File: src/hdl/windowed_pid_controller_assert.svh
// Assertion helpers shared by the controller's RTL.
`ifndef WINDOWED_PID_CONTROLLER_ASSERT_SVH
`define WINDOWED_PID_CONTROLLER_ASSERT_SVH

// Clocked check, held off while reset is asserted.
`define WPID_CHECK(lbl, prop, msg) \
    lbl: assert property (@(posedge clk) disable iff (!rst_n) prop) \
        else $error(msg);

// Clocked check that also holds during reset.
`define WPID_CHECK_ALWAYS(lbl, prop, msg) \
    lbl: assert property (@(posedge clk) prop) \
        else $error(msg);

`endif

File: src/hdl/wpid_pkg.sv
`timescale 1ns / 1ps

package wpid_pkg;

    localparam int ERR_W     = 16;
    localparam int GAIN_W    = 16;
    localparam int LIMIT_W   = 23;
    localparam int SUM_W     = 24;
    localparam int DIFF_W    = ERR_W + 1;
    localparam int DRIVE_W   = 32;
    localparam int APB_DW    = 32;
    localparam int APB_AW    = 4;

    localparam int HISTORY_DEPTH_DEF = 32;
    localparam int DERIV_SPAN_DEF    = 4;
    localparam int QUEUE_DEPTH       = 4;

    localparam logic [1:0] REG_PROP_GAIN  = 2'd0;
    localparam logic [1:0] REG_INTEG_GAIN = 2'd1;
    localparam logic [1:0] REG_DERIV_GAIN = 2'd2;
    localparam logic [1:0] REG_INTEG_LIM  = 2'd3;

    localparam logic signed [GAIN_W-1:0] PROP_GAIN_RST  = 16'sd256;
    localparam logic signed [GAIN_W-1:0] INTEG_GAIN_RST = 16'sd0;
    localparam logic signed [GAIN_W-1:0] DERIV_GAIN_RST = 16'sd0;
    localparam logic [LIMIT_W-1:0]       INTEG_LIM_RST  = 23'h7F_FFFF;

    typedef struct packed {
        logic signed [GAIN_W-1:0] prop_gain;
        logic signed [GAIN_W-1:0] integ_gain;
        logic signed [GAIN_W-1:0] deriv_gain;
        logic [LIMIT_W-1:0]       integral_limit;
    } cfg_t;

    // Whether each ring read hits an entry written since reset.
    typedef struct packed {
        logic slot_valid;
        logic back_valid;
    } hist_flags_t;

endpackage

File: src/hdl/wpid_ifs.sv
`timescale 1ns / 1ps

interface wpid_in_if;
    import wpid_pkg::*;
    logic                    valid;
    logic                    ready;
    logic signed [ERR_W-1:0] error_sample;

    modport source (output valid, output error_sample, input ready);
    modport sink   (input valid, input error_sample, output ready);
endinterface

interface wpid_out_if;
    import wpid_pkg::*;
    logic                      valid;
    logic                      ready;
    logic signed [DRIVE_W-1:0] drive_value;

    modport source (output valid, output drive_value, input ready);
    modport sink   (input valid, input drive_value, output ready);
endinterface

File: src/hdl/windowed_pid_controller.sv
`timescale 1ns / 1ps
// Windowed PID controller: takes one signed error sample per transaction and returns one
// saturated drive value, (P + I + D) >>> 8, with the integral taken as a clamped running sum
// over the last HISTORY_DEPTH samples and the derivative as the difference to the sample
// DERIV_SPAN ticks back. Sustained rate is one sample per clock unless the output stalls.
// Past the queue, a sample moves through execute, multiply, product and output registers.
// The rate is set by the running sum update, which adds and clamps combinationally, and by
// the history ring, a RAM with two registered read ports and one write port; a lag of one
// tick is forwarded around the ring write. A four-entry queue separates intake from the
// arithmetic pipeline, so samples keep flowing while a result waits to be taken. The ring
// reads as zero until each entry is first written, tracked by fill position, so there is
// no clearing pass after reset. Gains and the integral limit sit on the APB port at byte
// addresses 0, 4, 8 and 12 and may be changed only while the controller is idle.

module windowed_pid_controller
    import wpid_pkg::*;
#(
    parameter int HISTORY_DEPTH = HISTORY_DEPTH_DEF,
    parameter int DERIV_SPAN    = DERIV_SPAN_DEF
) (
    input  logic              clk,
    input  logic              rst_n,
    wpid_in_if.sink           samples,
    wpid_out_if.source        drives,
    input  logic              psel,
    input  logic              penable,
    input  logic              pwrite,
    input  logic [APB_AW-1:0] paddr,
    input  logic [APB_DW-1:0] pwdata,
    output logic [APB_DW-1:0] prdata,
    output logic              pready
);

    localparam int ADDR_W = $clog2(HISTORY_DEPTH);
    localparam int FLAG_W = $bits(hist_flags_t);
    localparam int Q_W    = ERR_W + 2 * ADDR_W + FLAG_W;

    cfg_t cfg_reg;
    logic [1:0] reg_idx;
    logic       cfg_wr;

    logic                    push;
    logic signed [ERR_W-1:0] f_err;
    logic [ADDR_W-1:0]       f_slot;
    logic [ADDR_W-1:0]       f_back;
    hist_flags_t             f_flags;

    logic                    q_full;
    logic                    q_valid;
    logic                    q_pop;
    logic [Q_W-1:0]          q_head;
    logic signed [ERR_W-1:0] q_err;
    logic [ADDR_W-1:0]       q_slot;
    logic [ADDR_W-1:0]       q_back;
    hist_flags_t             q_flags;

    assign pready  = 1'b1;
    assign reg_idx = paddr[3:2];
    assign cfg_wr  = psel && penable && pwrite && pready;

    always_ff @(posedge clk or negedge rst_n)
    begin
        if (!rst_n)
        begin
            cfg_reg.prop_gain      <= PROP_GAIN_RST;
            cfg_reg.integ_gain     <= INTEG_GAIN_RST;
            cfg_reg.deriv_gain     <= DERIV_GAIN_RST;
            cfg_reg.integral_limit <= INTEG_LIM_RST;
        end
        else if (cfg_wr)
        begin
            case (reg_idx)
                REG_PROP_GAIN:  cfg_reg.prop_gain      <= $signed(pwdata[GAIN_W-1:0]);
                REG_INTEG_GAIN: cfg_reg.integ_gain     <= $signed(pwdata[GAIN_W-1:0]);
                REG_DERIV_GAIN: cfg_reg.deriv_gain     <= $signed(pwdata[GAIN_W-1:0]);
                REG_INTEG_LIM:  cfg_reg.integral_limit <= pwdata[LIMIT_W-1:0];
                default:        cfg_reg                <= cfg_reg;
            endcase
        end
    end

    always_comb
    begin
        case (reg_idx)
            REG_PROP_GAIN:  prdata = APB_DW'(cfg_reg.prop_gain);
            REG_INTEG_GAIN: prdata = APB_DW'(cfg_reg.integ_gain);
            REG_DERIV_GAIN: prdata = APB_DW'(cfg_reg.deriv_gain);
            REG_INTEG_LIM:  prdata = APB_DW'(cfg_reg.integral_limit);
            default:        prdata = '0;
        endcase
    end

    wpid_front #(
        .HISTORY_DEPTH (HISTORY_DEPTH),
        .DERIV_SPAN    (DERIV_SPAN)
    ) u_front (
        .clk     (clk),
        .rst_n   (rst_n),
        .samples (samples),
        .q_full  (q_full),
        .push    (push),
        .err     (f_err),
        .slot    (f_slot),
        .back    (f_back),
        .flags   (f_flags)
    );

    wpid_queue #(
        .WIDTH (Q_W),
        .DEPTH (QUEUE_DEPTH)
    ) u_queue (
        .clk        (clk),
        .rst_n      (rst_n),
        .push       (push),
        .push_data  ({f_err, f_slot, f_back, f_flags}),
        .pop        (q_pop),
        .head_data  (q_head),
        .head_valid (q_valid),
        .full       (q_full)
    );

    assign {q_err, q_slot, q_back, q_flags} = q_head;

    wpid_back #(
        .HISTORY_DEPTH (HISTORY_DEPTH)
    ) u_back (
        .clk     (clk),
        .rst_n   (rst_n),
        .cfg     (cfg_reg),
        .q_valid (q_valid),
        .q_err   (q_err),
        .q_slot  (q_slot),
        .q_back  (q_back),
        .q_flags (q_flags),
        .q_pop   (q_pop),
        .drives  (drives)
    );

endmodule

File: src/hdl/wpid_ram.sv
`timescale 1ns / 1ps

module wpid_ram #(
    parameter int WIDTH = 16,
    parameter int DEPTH = 32,
    localparam int AW   = $clog2(DEPTH)
) (
    input  logic             clk,
    input  logic             we,
    input  logic [AW-1:0]    waddr,
    input  logic [WIDTH-1:0] wdata,
    input  logic             re,
    input  logic [AW-1:0]    raddr_a,
    input  logic [AW-1:0]    raddr_b,
    output logic [WIDTH-1:0] rdata_a,
    output logic [WIDTH-1:0] rdata_b
);

    logic [WIDTH-1:0] mem [DEPTH];

    always_ff @(posedge clk)
    begin
        if (we)
        begin
            mem[waddr] <= wdata;
        end
        if (re)
        begin
            rdata_a <= mem[raddr_a];
            rdata_b <= mem[raddr_b];
        end
    end

endmodule

File: src/hdl/wpid_queue.sv
`timescale 1ns / 1ps
`include "windowed_pid_controller_assert.svh"

module wpid_queue #(
    parameter int WIDTH = 32,
    parameter int DEPTH = 4
) (
    input  logic             clk,
    input  logic             rst_n,
    input  logic             push,
    input  logic [WIDTH-1:0] push_data,
    input  logic             pop,
    output logic [WIDTH-1:0] head_data,
    output logic             head_valid,
    output logic             full
);

    localparam int PTR_W = (DEPTH > 1) ? $clog2(DEPTH) : 1;
    localparam int CNT_W = $clog2(DEPTH + 1);
    localparam logic [PTR_W-1:0] LAST_PTR = PTR_W'(DEPTH - 1);
    localparam logic [CNT_W-1:0] FULL_CNT = CNT_W'(DEPTH);

    logic [WIDTH-1:0] slots [DEPTH];
    logic [PTR_W-1:0] wr_ptr_reg, wr_ptr_next;
    logic [PTR_W-1:0] rd_ptr_reg, rd_ptr_next;
    logic [CNT_W-1:0] count_reg, count_next;

    assign head_data  = slots[rd_ptr_reg];
    assign head_valid = (count_reg != '0);
    assign full       = (count_reg == FULL_CNT);

    always_comb
    begin
        wr_ptr_next = wr_ptr_reg;
        rd_ptr_next = rd_ptr_reg;
        count_next  = count_reg;
        if (push)
        begin
            wr_ptr_next = (wr_ptr_reg == LAST_PTR) ? '0 : wr_ptr_reg + 1'b1;
        end
        if (pop)
        begin
            rd_ptr_next = (rd_ptr_reg == LAST_PTR) ? '0 : rd_ptr_reg + 1'b1;
        end
        case ({push, pop})
            2'b10:   count_next = count_reg + 1'b1;
            2'b01:   count_next = count_reg - 1'b1;
            default: count_next = count_reg;
        endcase
    end

    always_ff @(posedge clk or negedge rst_n)
    begin
        if (!rst_n)
        begin
            wr_ptr_reg <= '0;
            rd_ptr_reg <= '0;
            count_reg  <= '0;
        end
        else
        begin
            wr_ptr_reg <= wr_ptr_next;
            rd_ptr_reg <= rd_ptr_next;
            count_reg  <= count_next;
        end
    end

    always_ff @(posedge clk)
    begin
        if (push)
        begin
            slots[wr_ptr_reg] <= push_data;
        end
    end

    `WPID_CHECK_ALWAYS(a_no_push_when_full, !(push && full), "push into a full queue")
    `WPID_CHECK(a_no_pop_when_empty, pop |-> head_valid, "pop from an empty queue")

endmodule

File: src/hdl/wpid_front.sv
`timescale 1ns / 1ps
`include "windowed_pid_controller_assert.svh"

module wpid_front
    import wpid_pkg::*;
#(
    parameter int HISTORY_DEPTH = HISTORY_DEPTH_DEF,
    parameter int DERIV_SPAN    = DERIV_SPAN_DEF,
    localparam int ADDR_W       = $clog2(HISTORY_DEPTH)
) (
    input  logic                    clk,
    input  logic                    rst_n,
    wpid_in_if.sink                 samples,
    input  logic                    q_full,
    output logic                    push,
    output logic signed [ERR_W-1:0] err,
    output logic [ADDR_W-1:0]       slot,
    output logic [ADDR_W-1:0]       back,
    output hist_flags_t             flags
);

    localparam int LAG = DERIV_SPAN % HISTORY_DEPTH;
    localparam logic [ADDR_W:0]   LAG_V     = (ADDR_W + 1)'(LAG);
    localparam logic [ADDR_W:0]   DEPTH_V   = (ADDR_W + 1)'(HISTORY_DEPTH);
    localparam logic [ADDR_W-1:0] LAST_SLOT = ADDR_W'(HISTORY_DEPTH - 1);

    logic [ADDR_W-1:0] write_slot_reg, write_slot_next;
    logic              wrapped_reg, wrapped_next;
    logic [ADDR_W:0]   slot_ext;
    logic [ADDR_W:0]   back_ext;

    assign samples.ready = !q_full;
    assign push          = samples.valid && !q_full;
    assign err           = samples.error_sample;
    assign slot          = write_slot_reg;

    always_comb
    begin
        slot_ext = {1'b0, write_slot_reg};
        if (slot_ext >= LAG_V)
        begin
            back_ext = slot_ext - LAG_V;
        end
        else
        begin
            back_ext = slot_ext + DEPTH_V - LAG_V;
        end
        back = back_ext[ADDR_W-1:0];
        // Slots fill in order, so anything below the write slot has been written.
        flags.slot_valid = wrapped_reg;
        flags.back_valid = wrapped_reg || (back_ext < slot_ext);
    end

    always_comb
    begin
        write_slot_next = write_slot_reg;
        wrapped_next    = wrapped_reg;
        if (push)
        begin
            if (write_slot_reg == LAST_SLOT)
            begin
                write_slot_next = '0;
                wrapped_next    = 1'b1;
            end
            else
            begin
                write_slot_next = write_slot_reg + 1'b1;
            end
        end
    end

    always_ff @(posedge clk or negedge rst_n)
    begin
        if (!rst_n)
        begin
            write_slot_reg <= '0;
            wrapped_reg    <= 1'b0;
        end
        else
        begin
            write_slot_reg <= write_slot_next;
            wrapped_reg    <= wrapped_next;
        end
    end

    `WPID_CHECK(a_wrap_sticky, wrapped_reg |=> wrapped_reg, "ring fill flag dropped")

endmodule

File: src/hdl/wpid_back.sv
`timescale 1ns / 1ps
`include "windowed_pid_controller_assert.svh"

module wpid_back
    import wpid_pkg::*;
#(
    parameter int HISTORY_DEPTH = HISTORY_DEPTH_DEF,
    localparam int ADDR_W       = $clog2(HISTORY_DEPTH)
) (
    input  logic                    clk,
    input  logic                    rst_n,
    input  cfg_t                    cfg,
    input  logic                    q_valid,
    input  logic signed [ERR_W-1:0] q_err,
    input  logic [ADDR_W-1:0]       q_slot,
    input  logic [ADDR_W-1:0]       q_back,
    input  hist_flags_t             q_flags,
    output logic                    q_pop,
    wpid_out_if.source              drives
);

    localparam int RAW_W  = SUM_W + 2;
    localparam int PP_W   = ERR_W + GAIN_W;
    localparam int PI_W   = SUM_W + GAIN_W;
    localparam int PD_W   = DIFF_W + GAIN_W;
    localparam int TOT_W  = PI_W + 2;
    localparam int SHR    = 8;
    localparam int SHT_W  = TOT_W - SHR;

    // Pipeline control
    logic advance;
    logic e_fire;

    // Execute stage: ring data arrives with the item
    logic                    e_valid_reg;
    logic signed [ERR_W-1:0] e_err_reg;
    logic [ADDR_W-1:0]       e_slot_reg;
    hist_flags_t             e_flags_reg;
    logic                    e_fwd_reg;
    logic signed [ERR_W-1:0] e_fwd_err_reg;

    logic [ERR_W-1:0]        rd_old;
    logic [ERR_W-1:0]        rd_back;
    logic signed [ERR_W-1:0] old_val;
    logic signed [ERR_W-1:0] back_val;
    logic signed [RAW_W-1:0] sum_raw;
    logic signed [RAW_W-1:0] lim_pos;
    logic signed [RAW_W-1:0] lim_neg;
    logic signed [SUM_W-1:0] sum_clamp;
    logic signed [DIFF_W-1:0] diff;

    logic signed [SUM_W-1:0] running_sum_reg;
    logic signed [RAW_W-1:0] sum_ext;

    // Multiply operands
    logic                     m_valid_reg;
    logic signed [ERR_W-1:0]  m_err_reg;
    logic signed [SUM_W-1:0]  m_sum_reg;
    logic signed [DIFF_W-1:0] m_diff_reg;

    // Products
    logic                    p_valid_reg;
    logic signed [PP_W-1:0]  p_prop_reg;
    logic signed [PI_W-1:0]  p_int_reg;
    logic signed [PD_W-1:0]  p_der_reg;
    logic signed [PP_W-1:0]  p_prop_next;
    logic signed [PI_W-1:0]  p_int_next;
    logic signed [PD_W-1:0]  p_der_next;

    logic signed [TOT_W-1:0]   total;
    logic signed [SHT_W-1:0]   shifted;
    logic signed [DRIVE_W-1:0] drive_next;

    logic                      out_valid_reg;
    logic signed [DRIVE_W-1:0] drive_reg;

    assign advance = !out_valid_reg || drives.ready;
    assign q_pop   = advance && q_valid;
    assign e_fire  = advance && e_valid_reg;
    assign sum_ext = RAW_W'(running_sum_reg);

    wpid_ram #(
        .WIDTH (ERR_W),
        .DEPTH (HISTORY_DEPTH)
    ) u_ring (
        .clk     (clk),
        .we      (e_fire),
        .waddr   (e_slot_reg),
        .wdata   (e_err_reg),
        .re      (q_pop),
        .raddr_a (q_slot),
        .raddr_b (q_back),
        .rdata_a (rd_old),
        .rdata_b (rd_back)
    );

    always_comb
    begin
        // Unwritten ring entries read as zero.
        old_val = e_flags_reg.slot_valid ? $signed(rd_old) : '0;
        if (e_fwd_reg)
        begin
            back_val = e_fwd_err_reg;
        end
        else
        begin
            back_val = e_flags_reg.back_valid ? $signed(rd_back) : '0;
        end

        sum_raw = RAW_W'(running_sum_reg) - RAW_W'(old_val) + RAW_W'(e_err_reg);
        lim_pos = $signed({3'b000, cfg.integral_limit});
        lim_neg = -lim_pos;
        if (sum_raw > lim_pos)
        begin
            sum_clamp = lim_pos[SUM_W-1:0];
        end
        else if (sum_raw < lim_neg)
        begin
            sum_clamp = lim_neg[SUM_W-1:0];
        end
        else
        begin
            sum_clamp = sum_raw[SUM_W-1:0];
        end
        diff = DIFF_W'(e_err_reg) - DIFF_W'(back_val);
    end

    always_comb
    begin
        p_prop_next = m_err_reg * cfg.prop_gain;
        p_int_next  = m_sum_reg * cfg.integ_gain;
        p_der_next  = m_diff_reg * cfg.deriv_gain;
    end

    always_comb
    begin
        total   = TOT_W'(p_prop_reg) + TOT_W'(p_int_reg) + TOT_W'(p_der_reg);
        shifted = total[TOT_W-1:SHR];
        // Saturate when the bits above the sign do not all agree.
        if (shifted[SHT_W-1:DRIVE_W-1] == '0 || shifted[SHT_W-1:DRIVE_W-1] == '1)
        begin
            drive_next = shifted[DRIVE_W-1:0];
        end
        else if (shifted[SHT_W-1])
        begin
            drive_next = {1'b1, {(DRIVE_W - 1){1'b0}}};
        end
        else
        begin
            drive_next = {1'b0, {(DRIVE_W - 1){1'b1}}};
        end
    end

    always_ff @(posedge clk or negedge rst_n)
    begin
        if (!rst_n)
        begin
            e_valid_reg     <= 1'b0;
            m_valid_reg     <= 1'b0;
            p_valid_reg     <= 1'b0;
            out_valid_reg   <= 1'b0;
            running_sum_reg <= '0;
        end
        else if (advance)
        begin
            e_valid_reg   <= q_pop;
            m_valid_reg   <= e_valid_reg;
            p_valid_reg   <= m_valid_reg;
            out_valid_reg <= p_valid_reg;
            if (e_valid_reg)
            begin
                running_sum_reg <= sum_clamp;
            end
        end
    end

    always_ff @(posedge clk)
    begin
        if (advance)
        begin
            if (q_pop)
            begin
                e_err_reg     <= q_err;
                e_slot_reg    <= q_slot;
                e_flags_reg   <= q_flags;
                // Ring write of the item ahead lands on this very edge: forward it.
                e_fwd_reg     <= e_valid_reg && (e_slot_reg == q_back);
                e_fwd_err_reg <= e_err_reg;
            end
            m_err_reg  <= e_err_reg;
            m_sum_reg  <= sum_clamp;
            m_diff_reg <= diff;
            p_prop_reg <= p_prop_next;
            p_int_reg  <= p_int_next;
            p_der_reg  <= p_der_next;
            if (p_valid_reg)
            begin
                drive_reg <= drive_next;
            end
        end
    end

    assign drives.valid       = out_valid_reg;
    assign drives.drive_value = drive_reg;

    `WPID_CHECK(a_sum_clamped, e_fire |=> (sum_ext <= $past(lim_pos) && sum_ext >= $past(lim_neg)), "sum outside clamp")

endmodule

File: src/flat_wrapper.sv
// flat-port wrapper written by rule: the top's interface ports become plain ports
module windowed_pid_controller_flat import wpid_pkg::*;
#(
    parameter int HISTORY_DEPTH = HISTORY_DEPTH_DEF,
    parameter int DERIV_SPAN    = DERIV_SPAN_DEF
)
  (clk, rst_n, psel, penable, pwrite, paddr, pwdata, prdata, pready, samples_valid, samples_error_sample, samples_ready, drives_valid, drives_drive_value, drives_ready);
  wpid_in_if samples_i ();
  wpid_out_if drives_i ();
  input  logic clk;
  input  logic rst_n;
  input  logic psel;
  input  logic penable;
  input  logic pwrite;
  input  logic [APB_AW-1:0] paddr;
  input  logic [APB_DW-1:0] pwdata;
  output logic [APB_DW-1:0] prdata;
  output logic pready;
  input wire logic [$bits(samples_i.valid)-1:0] samples_valid;
  input wire logic [$bits(samples_i.error_sample)-1:0] samples_error_sample;
  output wire logic [$bits(samples_i.ready)-1:0] samples_ready;
  output wire logic [$bits(drives_i.valid)-1:0] drives_valid;
  output wire logic [$bits(drives_i.drive_value)-1:0] drives_drive_value;
  input wire logic [$bits(drives_i.ready)-1:0] drives_ready;
  assign samples_i.valid = samples_valid;
  assign samples_i.error_sample = samples_error_sample;
  assign samples_ready = samples_i.ready;
  assign drives_valid = drives_i.valid;
  assign drives_drive_value = drives_i.drive_value;
  assign drives_i.ready = drives_ready;
  windowed_pid_controller #(.HISTORY_DEPTH(HISTORY_DEPTH), .DERIV_SPAN(DERIV_SPAN)) u_core (.clk(clk), .rst_n(rst_n), .samples(samples_i), .drives(drives_i), .psel(psel), .penable(penable), .pwrite(pwrite), .paddr(paddr), .pwdata(pwdata), .prdata(prdata), .pready(pready));
endmodule
File: config.mk
export PLATFORM = sky130hd
export DESIGN_NAME = windowed_pid_controller_flat
export DESIGN_NICKNAME = d
export VERILOG_FILES = /design/src/hdl/wpid_pkg.sv /design/src/hdl/wpid_ifs.sv /design/src/hdl/windowed_pid_controller.sv /design/src/hdl/wpid_ram.sv /design/src/hdl/wpid_queue.sv /design/src/hdl/wpid_front.sv /design/src/hdl/wpid_back.sv /design/src/flat_wrapper.sv
export VERILOG_INCLUDE_DIRS = /design/src /design/src/hdl
export SDC_FILE = /design/constraint.sdc
export NUM_CORES = 2
export LEC_CHECK = 0
export BUFFER_PORTS_ARGS = -buffer_cell sky130_fd_sc_hd__buf_2
export CAP_MARGIN = 10
export CORE_AREA = 3 3 402 404
export DETAILED_ROUTE_END_ITERATION = 8
export DIE_AREA = 0 0 405 407
export PLACE_DENSITY_LB_ADDON = 0.2
export SLEW_MARGIN = 5
export SYNTH_ARGS = -nofsm -noshare
export SYNTH_HDL_FRONTEND = slang
export SYNTH_SLANG_ARGS = --single-unit
File: constraint.sdc
create_clock -name clk -period 14.9 [get_ports clk]
set_input_delay 0.745 -clock clk [delete_from_list [all_inputs] [get_ports clk]]
set_output_delay 0.745 -clock clk [all_outputs]
set_load 0.02 [all_outputs]
### Yosys cells after proc, flatten, opt, wreduce, memory -nomap -nowiden

Memory sizes are Yosys's and may differ from the RTL's. A register that Yosys moved wholly into a read port is not among the register bits.
Index checks and enable logic that the tools add are counted.

* bits in registers: 346
* bits in writable memories: 624
* input port bits: 59
* output and inout bits: 67
* logic and storage cells: 101
* memories kept: 2

Memories
* u_core.u_back.u_ring.mem: words 32, width 16, rd ports 2, clocked after memory_dff 2, write ports 1, RTL line wpid_ram.sv:19 `logic [WIDTH-1:0] mem [DEPTH];`
* u_core.u_queue.slots: words 4, width 28, rd ports 1, clocked after memory_dff 0, write ports 1, RTL line wpid_queue.sv:23 `logic [WIDTH-1:0] slots [DEPTH];`

* add/sub/neg operators: 14
* multipliers: 3
* $lt $le $gt $ge: 4
* equal/unequal tests: 11
* multiplexer cells: 17
* reduce and logical (&&, ||, !) cells: 23

Operators with widths (count)
* one-hot mux 32 bit (4 select lines): 1
* 2-to-1 mux 32 bit: 2
* 2-to-1 mux 16 bit: 3
* 2-to-1 mux 24 bit: 2
* adder 41 x 33 -> 42 bit: 1
* adder 32 x 40 -> 41 bit: 1
* multiplier 24 x 16 -> 40 bit: 1
* multiplier 17 x 16 -> 33 bit: 1
* multiplier 16 x 16 -> 32 bit: 1
* adder 25 x 16 -> 26 bit: 1
* > comparator 26 x 24 -> 1 bit: 1
* < comparator 26 bit: 1
* negation 23 -> 26 bit: 1
* subtractor 24 x 16 -> 25 bit: 1
* subtractor 16 x 16 -> 17 bit: 1
* AND reduction 2 bit: 8
* == test 2 bit, second input constant: 5
* adder 5 x 6 -> 6 bit, second input constant: 1
* == test 3 bit, second input constant: 2
* logical AND 1 bit: 6
* < comparator 6 x 5 -> 1 bit: 1
* 2-to-1 mux 6 bit: 1
* one-hot mux 3 bit (2 select lines): 1
* subtractor 5 x 3 -> 6 bit, second input constant: 1
* 18 further kinds: 27

### Longest topological paths before layout

* depth after elaboration: 6
* mapped depth: 26
* mapped depth without buffers: 24

### Hierarchy

Synthesis repeated with hierarchy kept, for this count alone.

* cell total of the unflattened synthesis: 7377
* area total of the unflattened synthesis: 84128.2 um^2

By module, submodules not included
* wpid_back: times used 1, cells each 5200, area an instance 50058.0 um^2, sequential area each 7727.4 um^2
* wpid_ram: times used 1, cells each 1728, area an instance 25757.2 um^2, sequential area each 16335.7 um^2
* wpid_queue: times used 1, cells each 185, area an instance 4460.5 um^2, sequential area each 3538.4 um^2
* windowed_pid_controller: times used 1, cells each 196, area an instance 3285.7 um^2, sequential area each 1806.7 um^2
* wpid_front: times used 1, cells each 68, area an instance 566.8 um^2, sequential area each 150.1 um^2

### Worst setup path before layout

OpenSTA, ideal clock, no wires.

* path kind: in2reg
* start point: in drives_ready
* end point: reg u_core.u_queue.count_reg[2]
* library setup time: 79 ps
* arrival: 10594 ps
* data required time: 14821 ps
* setup slack: 4227 ps
* stages on the path: 10
* path buffers: 1
* path through: nand2b_1 -> clkbuf_1 -> inv_1 -> nor2_1 -> ha_1 -> inv_1 -> fa_1 -> xor2_1 -> nor2_1 -> xor2_1

* cells in the longest elaborated chain, start to end: 4
* elaborated cells between the ends (all ways): 6
* those cells by class: 2 x eq/ne; 1 x mux; 3 x reduce/logical

RTL lines
* start: declaration: RTL line flat_wrapper.sv:24 `input wire logic [$bits(drives_i.ready)-1:0] drives_ready;`
* logical OR 1 bit (*): RTL line wpid_back.sv:77 `assign advance = !out_valid_reg || drives.ready;`
* named net u_core.u_back.advance: RTL line wpid_back.sv:31 `logic advance;`
* logical AND 1 bit (*): RTL line wpid_back.sv:78 `assign q_pop = advance && q_valid;`
* named net u_core.q_pop: RTL line windowed_pid_controller.sv:50 `logic q_pop;`
* == test 2 x 1 -> 1 bit / == test 2 bit (equally long branches): RTL line wpid_queue.sv:45 `case ({push, pop})`
* one-hot mux 3 bit (2 select lines) / nonzero test 2 bit (equally long branches)
* end signal: assignment: RTL line wpid_queue.sv:64 `count_reg <= count_next;`
* end: declaration: RTL line wpid_queue.sv:26 `logic [CNT_W-1:0] count_reg, count_next;`

The timed path passes the listed nets; every way through them passes the cells marked *.
A chain may end at the register's enable or synchronous reset.

### Worst setup path after layout

* start point: reg u_core.cfg_reg[27] (netlist name)
* end point: reg u_core.u_back.p_der_reg[32] (data pin)

* cells in the longest elaborated chain, start to end: 1

RTL lines
* start: declaration: RTL line windowed_pid_controller.sv:38 `cfg_t cfg_reg;`
* start signal: assignment: RTL line windowed_pid_controller.sv:77 `default: cfg_reg <= cfg_reg;`
* multiplier 17 x 16 -> 33 bit: RTL line wpid_back.sv:132 `p_der_next = m_diff_reg * cfg.deriv_gain;`
* named net u_core.u_back.p_der_next[32]: RTL line wpid_back.sv:68 `logic signed [PD_W-1:0] p_der_next;`
* end signal: assignment: RTL line wpid_back.sv:195 `p_der_reg <= p_der_next;`
* end: declaration: RTL line wpid_back.sv:65 `logic signed [PD_W-1:0] p_der_reg;`

The timed path passes the listed nets, and every way through them passes these cells.

==> metrics.txt <==
Vias=48,200; post-synthesis adder-cell area fraction=31.2%; #FFs+latches synth=994; initial antenna violation count=13; die width=405 µm; die area=165,000 µm²; Total GRT Usage=23.9%; H-tree depth=3; Final min period=7.86 ns; Layout area overhead=8.12%; setup tns final=0 ns; Sink Count=994; crit start category=flip-flop; maximum fanout along the worst path=19; Critical path origin=u_core.cfg_reg[27]; worst r2r src=u_core.cfg_reg[27]; clk slew on worst S/H paths=0.06 ns; Post-Route WL=191,000 µm; Required @ worst endpoint=15.27 ns; share of layout cells above drive strength 1=11.0%; Setup-failing EPs final=0; CP Capture Type=flip-flop; Synth area leader=edfxtp_1; drt via density=5.49; Placement Rows=146; crit path kind=flip-flop to flip-flop; simple-gate portion of the synthesized area=8.81%; die height=407 µm; main combinational cell family by area after synthesis=adder cells; Worst Skew=0.0938 ns; Worst Tran Pin Value=1.31 ns; setup slack, reg-to-reg=7.04 ns; compound-gate portion of the synthesized area=5.39%; Post-DRT Antenna Nets=0; number of global-route vias before repair=51,100; number of synthesized flops with an enable pin=882; CTS Root Cell=clkbuf_16; Mapped Cells=6,573; synth warn=0; xor and xnor area share after synthesis=2.25%; Wirelength per Cell=21.7 µm; CTS buffer count=101; final core occ=54.1%; Clk Latency, worst-skew pair=0.76 ns; hpwl dp=142,000 µm; unrepaired setup endpoints after global routing=false; Overflow after GRT=0; Inst Count DP=8,593; max reg flops=512; final design area excluding fillers=85,600 µm²; DRC violations left=0; hold_sp=samples_error_sample[1]; Synth async-reset ratio=11.3%; Hold WC Path Type=input port to flip-flop; reported max-cap violation count=0; Starting Density=50.1%; fmax=0.127 GHz; Core Area=158,000 µm²; routability cong.=0.890; Mean Syn Cell Area=12.0 µm²; Post-synth top flop=edfxtp_1; status=finished, final reports clean; Area contributors post-synth=edfxtp_1, fa_1, ha_1, inv_1, mux4_2; mux share of post-synthesis cell area=8.13%; Post-Syn Area=79,200 µm²; Netlist cell types=83; final worst path period share=52.7%; IO Port Bufs=113; Synth Net Count=8,019; max-slew violations=0; CTS tree=yes; clk buf depth=3; Slew headroom=12.4%; post-CTS setup buffers=0; first-pass GRT wire length=300,000 µm; Layout Nets=8,072; DP Area=82,100 µm²; drt pass-1 iters=5; I/O pin count=126; largest net degree at the start of global routing=148; initial drt markers=3,359; register area share after synthesis=37.0%; Finished Layout Cells=8,791; final hold vios=0; Arr. time, crit path=8.23 ns; post-synth top area share=33.4%
[critical path, cell delays in order (launching register included)]
cell       delay [ns]
dfrtp_1          1.01
nand2_1          0.18
fa_1             0.58
inv_1            0.05
fa_1             0.47
inv_1            0.05
fa_1             0.49
fa_1             0.54
inv_1            0.05
fa_1             0.48
inv_1            0.05
fa_1             0.52
inv_1            0.06
ha_1             0.35
and2_1           0.19
and4_1           0.21
and3_1           0.18
nand3_1          0.12
a31oi_1          0.15
o211ai_1         0.24
a21oi_1          0.13
o31ai_1          0.37
mux2i_1          0.12
a2111oi_0        0.91
[metrics by stage]
stage / worst slack (ns) / hold WS [ns]
floorplan: 4.23 / 0.444
global placement: 7.25 / 0.468
detailed placement: 7.15 / 0.466
CTS: 7.15 / 0.137
global route: 6.74 / 0.166
finish: 7.04 / 0.192
[synthesized netlist by cell type (27+ instances only)]
library cell  number
edfxtp_1         882
xnor2_1          150
nand2b_1          48
clkbuf_1         207
nor3_1            28
nor2_1           180
a21o_1           126
nand3_1           58
ha_1             410
and2_1           374
inv_1           1238
nand2_1          646
dfrtp_1           88
xor2_1            52
mux2_2           120
o21a_1            32
mux4_2           200
o211ai_1          28
fa_1             977
buf_1             27
o21ai_0          137
a21oi_1          181
mux2i_1           53
[cell families after synthesis]
group	Yosys count
XOR/XNOR	203
flip-flops	994
adder cells (fa/ha/maj)	1387
AO/OA/AOI/OAI	665
buffers and inverters	1501
AND/OR/NAND/NOR	1447
multiplexers	375
other	1
[routing by layer]
layer	up-vias	wire, µm	track usage (%)
li1	21700	-	-
met1	24900	80400	32.1
met2	1367	91300	39.3
met3	290	12100	4.04
met4	10	7170	8.41
met5	-	66	0
[final timing paths]
kind / end / cells after the start
min: u_core.u_queue.slots[1][13] / 1
min in group asynchronous: u_core.u_queue.rd_ptr_reg[1] / 2
max reg2reg: u_core.u_back.p_der_reg[32] / 23
max in group asynchronous: u_core.cfg_reg[55] / 3
min reg2reg: u_core.u_back.drives.valid / 1
max: u_core.u_back.p_der_reg[32] / 23
[area by class of cell]
class	instances	area, µm²
inverters	1238	4650
diodes	6	15.0
clock buffers	127	2670
clock inverters	63	802
well taps	2072	2590
multi-input cells	4078	44200
fillers	13300	72600
flip-flops and latches	994	29300
repair buffers	213	1350
[repair_timing]
item	CTS	global route
resized for setup	0	0
hold buffers	1	0
endpoints found under the hold margin	25	0
[layout by cell type (no fill, tap or decap), drive strengths merged, types with 7 or more instances in the layout]
| cell | n |
|---|---|
| o211ai | 28 |
| nand2b | 48 |
| inv | 1243 |
| nand3b | 7 |
| mux4 | 201 |
| mux2i | 54 |
| dfrtp | 88 |
| nand4 | 18 |
| fa | 977 |
| and3 | 24 |
| buf | 212 |
| mux2 | 120 |
| xor2 | 52 |
| nor4 | 11 |
| a21oi | 181 |
| a31oi | 14 |
| edfxtp | 882 |
| a21o | 126 |
| nor2b | 21 |
| clkinv | 42 |
| dfstp | 24 |
| o31ai | 7 |
| or3 | 13 |
| clkbuf | 127 |
| a22oi | 24 |
| nor3 | 28 |
| a211oi | 22 |
| o21a | 32 |
| bufinv | 12 |
| nand2 | 646 |
| xnor2 | 151 |
| ha | 410 |
| a31o | 7 |
| o21bai | 25 |
| nor2 | 181 |
| and2 | 375 |
| nand3 | 59 |
| o21ai | 145 |
| a21boi | 10 |
Power is not shown: default switching activity piles up to over one toggle a cycle in this logic, so the estimate is an artifact.
